===== config.mk =====
export PLATFORM = sky130hd
export DESIGN_NAME = lcs_dp_row
export DESIGN_NICKNAME = d
export VERILOG_FILES = /design/src/rtl/core/longest_common_subsequence_length_macros.svh /design/src/rtl/core/lcs_pkg.sv /design/src/rtl/core/lcs_dp_row.sv
export SDC_FILE = /design/constraint.sdc
export NUM_CORES = 2
export LEC_CHECK = 0
export BUFFER_PORTS_ARGS = -buffer_cell sky130_fd_sc_hd__buf_4
export CAP_MARGIN = 20
export CORE_ASPECT_RATIO = 0.7
export CORE_UTILIZATION = 56
export CTS_CLUSTER_DIAMETER = 60
export DETAILED_ROUTE_END_ITERATION = 6
export PLACE_DENSITY = 0.75
export REMOVE_ABC_BUFFERS = 1
export SLEW_MARGIN = 10
export SYNTH_ARGS = -nofsm -noshare
export SYNTH_HDL_FRONTEND = slang
export SYNTH_SLANG_ARGS = --single-unit

===== constraint.sdc =====
create_clock -name clk -period 18 [get_ports clk]
set_input_delay 0 -clock clk [delete_from_list [all_inputs] [get_ports clk]]
set_output_delay 0 -clock clk [all_outputs]
set_load 0.03 [all_outputs]

===== src/rtl/core/longest_common_subsequence_length_macros.svh =====
// ----------------------------------------------------------------------------
// Assertion macros for the LCS length engine
// Shared concurrent-assertion forms used by the RTL.
// ----------------------------------------------------------------------------
`ifndef LONGEST_COMMON_SUBSEQUENCE_LENGTH_MACROS_SVH
`define LONGEST_COMMON_SUBSEQUENCE_LENGTH_MACROS_SVH

// condition holds in the same cycle as the trigger
`define LCS_ASSERT_SAME(label, clk, rst, trig, cond, msg) \
  label: assert property (@(posedge clk) disable iff (rst) (trig) |-> (cond)) \
    else $error(msg);

// condition holds in the cycle after the trigger
`define LCS_ASSERT_NEXT(label, clk, rst, trig, cond, msg) \
  label: assert property (@(posedge clk) disable iff (rst) (trig) |=> (cond)) \
    else $error(msg);

`endif


===== src/rtl/core/lcs_pkg.sv =====
// ----------------------------------------------------------------------------
// lcs_pkg
// Types, codes and defaults shared by the LCS length engine.
// ----------------------------------------------------------------------------
`default_nettype none

package lcs_pkg;

  localparam int MAX_LEN_DEF     = 256;
  localparam int TOKEN_WIDTH_DEF = 32;

  localparam logic [1:0] CMD_APPEND_A = 2'd0;
  localparam logic [1:0] CMD_APPEND_B = 2'd1;
  localparam logic [1:0] CMD_COMPUTE  = 2'd2;

  typedef struct packed {
    logic [1:0]  command;
    logic [31:0] token;
  } lcs_in_t;

  typedef struct packed {
    logic [8:0] lcs_length;
    logic       overflow;
  } lcs_out_t;

  // per-cell control from the sequencer to the DP row unit
  typedef struct packed {
    logic issue;
    logic row_start;
    logic first_row;
    logic last;
  } lcs_cell_ctrl_t;

endpackage

`default_nettype wire


===== src/rtl/core/lcs_dp_row.sv =====
// ----------------------------------------------------------------------------
// lcs_dp_row
// One-row DP store with the match/max cell update, one cell per cycle.
// ----------------------------------------------------------------------------
`default_nettype none

module lcs_dp_row #(
  parameter int MAX_LEN     = 256,
  parameter int TOKEN_WIDTH = 32
) (
  input  wire logic                          clk,
  input  wire logic                          rst,
  input  wire lcs_pkg::lcs_cell_ctrl_t       ctrl,
  input  wire logic [$clog2(MAX_LEN)-1:0]    rd_addr,
  input  wire logic [TOKEN_WIDTH-1:0]        a_tok,
  input  wire logic [TOKEN_WIDTH-1:0]        b_tok,
  output logic                               done,
  output logic      [$clog2(MAX_LEN+1)-1:0]  value
);
  import lcs_pkg::*;

  localparam int AW = $clog2(MAX_LEN);
  localparam int LW = $clog2(MAX_LEN + 1);

  logic [LW-1:0] mem [MAX_LEN];
  logic [LW-1:0] rd_q;

  logic           stg_valid;
  lcs_cell_ctrl_t stg;
  logic [AW-1:0]  stg_addr;
  logic           fwd;
  logic [LW-1:0]  fwd_val;
  logic [LW-1:0]  left_q;
  logic [LW-1:0]  diag_q;

  logic [LW-1:0] up;
  logic [LW-1:0] left;
  logic [LW-1:0] diag;
  logic [LW-1:0] score;

  // first row sees the zeroed row; a single-column row rereads the cell just written
  always_comb begin
    if (stg.first_row) begin
      up = '0;
    end else if (fwd) begin
      up = fwd_val;
    end else begin
      up = rd_q;
    end
    left = stg.row_start ? '0 : left_q;
    diag = stg.row_start ? '0 : diag_q;
    if (a_tok == b_tok) begin
      score = diag + LW'(1);
    end else begin
      score = (up > left) ? up : left;
    end
  end

  always_ff @(posedge clk) begin
    if (ctrl.issue) begin
      rd_q <= mem[rd_addr];
    end
    if (stg_valid) begin
      mem[stg_addr] <= score;
    end
  end

  always_ff @(posedge clk) begin
    if (rst) begin
      stg_valid <= 1'b0;
      fwd       <= 1'b0;
    end else begin
      stg_valid <= ctrl.issue;
      fwd       <= ctrl.issue && stg_valid && (rd_addr == stg_addr);
    end
  end

  always_ff @(posedge clk) begin
    stg      <= ctrl;
    stg_addr <= rd_addr;
    fwd_val  <= score;
    if (stg_valid) begin
      left_q <= score;
      diag_q <= up;
    end
  end

  assign done  = stg_valid && stg.last;
  assign value = score;

endmodule

`default_nettype wire


# --- Word-level counts from Yosys, hierarchy flattened ---
# Memories as Yosys holds them, arrays and structs flattened. A register that Yosys moved wholly into a read port is not among the register bits.
# Index checks and enable logic that the tools add are counted.
# Widths: inputs -> output; s select.
word_totals:
  ff_bits: 40
  latch_bits: 0
  mem_bits_rw: 2304
  rom_bits: 0
  inputBits: 78
  out_inout_bits: 10
  wordCells: 25
  n_memories: 1
classes:
  n_addsub: 1
  multipliers: 0
  div_mod_pow: 0
  magnitude_cmp: 1
  n_eq_ne: 2
  n_shift: 0
  mux: 8
  bitwise_logic: 0
  reduce_logical: 3
mem_list:
  columns: ["memory", "words", "width", "rd", "rd_clocked_by_memory_dff", "wr", "line_no", "text"]
  rows:
  - ["mem", 256, 9, 1, 1, 1, "lcs_dp_row.sv:25", "logic [LW-1:0] mem [MAX_LEN];"]
ops:
  columns: ["cell", "n"]
  rows:
  - ["$mux 9", 6]
  - ["$eq 32x32->1", 1]
  - ["$add 9x1->9 const B", 1]
  - ["$gt 9x9->1", 1]
  - ["$eq 8x8->1", 1]
  - ["$logic_and 1x1->1", 3]
  - ["$mux 1", 2]

# --- Depth between registers and ports, before layout ---
logic_depth:
  ltp_word: 5
  depth_mapped: 12
  ltp_nobuf: 10

# --- Worst setup path before layout ---
# OpenSTA, ideal clock, no wires.
synth_timing:
  path_kind: "reg-to-reg"
  start: "reg fwd"
  end: "reg left_q[3], data pin"
  setup_time_ps: 2403
  arrival_ps: 13448
  slack_ps: 2149
  path_stages_with_launch: 12
  path_cell_list: "dfxtp_1 -> clkbuf_1 -> mux2i_1 -> nor2_1 -> ha_1 -> and3_1 -> o21ai_0 -> a21oi_1 -> o22ai_1 -> clkbuf_1 -> nand2b_1 -> o32ai_1"
synth_via:
  elab_chain_len: 5
synth_rtl:
  columns: ["element", "line_no", "text"]
  rows:
  - ["start: declaration", "lcs_dp_row.sv:31", "logic fwd;"]
  - ["start signal: assignment", "lcs_dp_row.sv:74", "fwd <= ctrl.issue && stg_valid && (rd_addr == stg_addr);"]
  - ["$mux 9 *", "lcs_dp_row.sv:45", "end else if (fwd) begin"]
  - ["$mux 9 *", "lcs_dp_row.sv:43", "if (stg.first_row) begin"]
  - ["via up[3]", "lcs_dp_row.sv:36", "logic [LW-1:0] up;"]
  - ["$gt 9x9->1", "lcs_dp_row.sv:55", "score = (up > left) ? up : left;"]
  - ["$mux 9 *", "lcs_dp_row.sv:55", null]
  - ["$mux 9 *", "lcs_dp_row.sv:52", "if (a_tok == b_tok) begin"]
  - ["via value[3]", "lcs_dp_row.sv:18", "output logic [$clog2(MAX_LEN+1)-1:0] value"]
  - ["end signal: assignment", "lcs_dp_row.sv:83", "left_q <= score;"]
  - ["end: declaration", "lcs_dp_row.sv:33", "logic [LW-1:0] left_q;"]
# Mark *: on every way through the listed nets, which the timed path passes. The rest lies on a longest branch.
# A chain may end at the register's enable or synchronous reset.

# --- Worst setup path after layout ---
layout_timing:
  start: "reg fwd"
  end: "out value[7]"
layout_via:
  elab_chain_len: 5
layout_rtl:
  columns: ["element", "line_no"]
  rows:
  - ["$mux 9", "lcs_dp_row.sv:45"]
  - ["$mux 9", "lcs_dp_row.sv:43"]
  - ["via up[6]", "lcs_dp_row.sv:36"]
  - ["$gt 9x9->1", "lcs_dp_row.sv:55"]
  - ["$mux 9", "lcs_dp_row.sv:55"]
  - ["$mux 9", "lcs_dp_row.sv:52"]
  - ["end: declaration", "lcs_dp_row.sv:18"]
# The timed path passes the listed nets, and every way through them passes these cells.

==> impl_metrics.env <==
export IMPL_maxCapViolations=0
export IMPL_grt_max_degree=260
export IMPL_initial_core_util=0.567
export IMPL_htree_levels=4
export IMPL_syn_avg_cell_area_um2=21.2
export IMPL_drive_above_1_share=0.227
export IMPL_routedWlPerCell_um=33.6
export IMPL_fin_nets=4564
export IMPL_crit_top_cell="buf_4"
export IMPL_final_common_cell="edfxtp_1"
export IMPL_clkSinkCount=2353
export IMPL_crit_family="buffers and inverters"
export IMPL_core_um2=162000
export IMPL_timing_final_crit_period_ns=5.83
export IMPL_worst_pin_slew_ns=1.61
export IMPL_synth_seq_cells=2353
export IMPL_synthArstFlopShare=0
export IMPL_violations="max-slew violations"
export IMPL_fin_hold_ws_ns=0.129
export IMPL_path_buf_inv=4
export IMPL_grt_pass1_wl_um=325000
export IMPL_syn_to_final_growth_pct=10.7
export IMPL_synth_edf_count=2331
export IMPL_slowest_stage="buf_4"
export IMPL_vias_per_cell=6.81
export IMPL_end_kind="output pin"
export IMPL_tritoncts="done"
export IMPL_final_cell_mix="edfxtp_1 (2,331), mux4_2 (527), nor2_1 (291), clkbuf_16 (210), mux2i_1 (179)"
export IMPL_grt_usage=0.277
export IMPL_path_cells="mux2i_1, nor2_1, ha_1, a21o_1, a21o_1, a21o_1, o22ai_1, buf_4, or3_1, a31oi_4, buf_4, buf_4, buf_4"
export IMPL_gp_congestion=0.914
export IMPL_drc=0
export IMPL_crit_required_ns=18.00
export IMPL_num_rows=123
export IMPL_fmax_mhz=172
export IMPL_clockBufferDepth=3
export IMPL_netlist_top_cell_by_area="edfxtp_1"
export IMPL_firstDrtPassIters=7
export IMPL_post_cts_buffers=0
export IMPL_routed_wl_um=228000
export IMPL_yosysUniqueCellTypes=59
export IMPL_p_leak_nw=31.9
export IMPL_tns_ns=0
export IMPL_ys_flop_type="edfxtp_1"
export IMPL_clkLatencyLatePin_ns=0.85
export IMPL_dp_hpwl_um=136000
export IMPL_startpoint_type="flip-flop"
export IMPL_cts_root_buf="clkbuf_16"
export IMPL_min_path_type="primary input to flip-flop"
export IMPL_clkTransAtPathRegs_ns=0.07
export IMPL_critical_path_max_fanout=96
export IMPL_period_share=0.324
export IMPL_synth_top_area_share=0.764
export IMPL_status="finished with violations"
export IMPL_finalHoldViolations=0
export IMPL_first_global_vias=44495
export IMPL_yosysSeqAreaShare=0.769
export IMPL_vdd_ir_drop_max_mv=0.0975
export IMPL_synth_area_leaders="edfxtp_1 (76%), mux4_2 (13%), mux2i_1 (2.0%)"
export IMPL_drt_iter0_drc=7529
export IMPL_clock_skew_ns=0.0484
export IMPL_vias=46174
export IMPL_rsz0062_at_grt="no"
export IMPL_syn_inst=4326
export IMPL_grt_overflow=0
export IMPL_power_density_nw_per_um2=113
export IMPL_numPortBuffers=87
export IMPL_syn_area_um2=91600
export IMPL_die_height_um=340
export IMPL_setup_violations=0
export IMPL_arrival_ns=5.83
export IMPL_ios=88
export IMPL_worstSetupPathType="flip-flop to output pin"
export IMPL_drv_slew=96
export IMPL_antenna_found_initial=12
export IMPL_dieArea_um2=165000
export IMPL_antenna_left=0
export IMPL_die_w_um=485
export IMPL_yosys_warnings=0
export IMPL_cp_slowest_stage_delay_ns=0.87
export IMPL_slew_headroom=-0.0706
export IMPL_numCtsBuffers=203
[through the flow]
| step | setup slack (ns) | utilization | cells | area, um^2 | total power (W) |
|---|---|---|---|---|---|
| detailed placement | 12.39 | 0.584 | 6362 | 94400 | 0.00715 |
| CTS | 12.19 | 0.626 | 6757 | 101000 | 0.0115 |
| finish | 12.17 | 0.627 | 6779 | 101000 | 0.0115 |
| global placement | 12.45 | 0.584 | 6353 | 94400 | 0.00712 |
| floorplan | 2.32 | - | 4063 | 90100 | 0.00689 |
| global route | 11.89 | 0.627 | 6773 | 101000 | 0.0117 |
[sequential cells by signal, indices dropped and copies added, names as in the netlist]
signal	flops
left_q	9
stg	3
fwd	1
stg_valid	1
stg_addr	8
fwd_val	9
rd_q	9
diag_q	9
mem	2304
[worst paths after layout]
| kind | from | endpoint | slack, ns | cells after the start |
|---|---|---|---|---|
| hold reg to reg | fwd_val[4]$_DFF_P_ | diag_q[4]$_DFFE_PP_ | 0.66 | 2 |
| setup reg to reg | fwd$_SDFF_PP0_ | mem[112][5]$_DFFE_PP_ | 12.70 | 11 |
| setup / recovery | fwd$_SDFF_PP0_ | value[7] | 12.17 | 13 |
| hold / removal | ctrl[3] | rd_q[0]$_DFFE_PP_ | 0.13 | 2 |
[synth_stat cells, drive strengths merged (6+ instances only)]
master	number
mux2	16
o21ai	25
nor2	295
dfxtp	22
o22ai	46
mux2i	180
a21oi	83
nor4	14
a211oi	18
nand2b	7
mux4	527
o221ai	68
edfxtp	2331
inv	6
buf	132
a2bb2oi	6
ha	10
xnor2	6
a221oi	28
or3	22
a22oi	64
clkbuf	131
nor3	8
nand3	43
o211ai	11
and4	6
nor2b	25
xor2	41
a31oi	14
a22o	31
nand2	59
nand4	13
[timing repair]
item	in CTS	in global routing
hold buffers	18	0
resized for setup	0	0
hold endpoints to repair	20	0
[cells by family (layout without fill, tap and decap cells)]
group | Yosys count | in the layout | synth area share
other cells | 0 | 6 | 0
xor+xnor | 47 | 47 | 0.00449
buf+inv | 270 | 592 | 0.0169
compound gates | 413 | 413 | 0.0322
mux | 723 | 723 | 0.151
fa+ha+maj | 10 | 10 | 0.00137
flops | 2353 | 2353 | 0.769
simple gates | 510 | 510 | 0.0250
[power breakdown]
group          total (W)  leakage (nW)  switching (W)  internal (W)
clock            0.00440          3.23        0.00196       0.00245
combinational   0.000796          7.13       0.000578      0.000217
sequential       0.00626          21.6      0.0000187       0.00624
total             0.0115          31.9        0.00255       0.00891
[layout make-up]
cell class / count / area, um^2
multi-input combinational: 1703 / 19800
clock inverter: 128 / 1220
inverter: 7 / 28.8
timing repair buffer: 208 / 1790
tap: 2125 / 2660
fill: 10556 / 60200
sequential: 2353 / 70400
clock buffer: 249 / 5400
antenna: 6 / 15.0
[metal layers]
metal	share of wire	vias up	GRT usage
met4	0.025	8	0.0727
met3	0.15	412	0.104
met1	0.39	23975	0.417
met5	0.00022	-	0
li1	-	18440	-
met2	0.43	3339	0.381
Power figures use the tool's default switching activity.
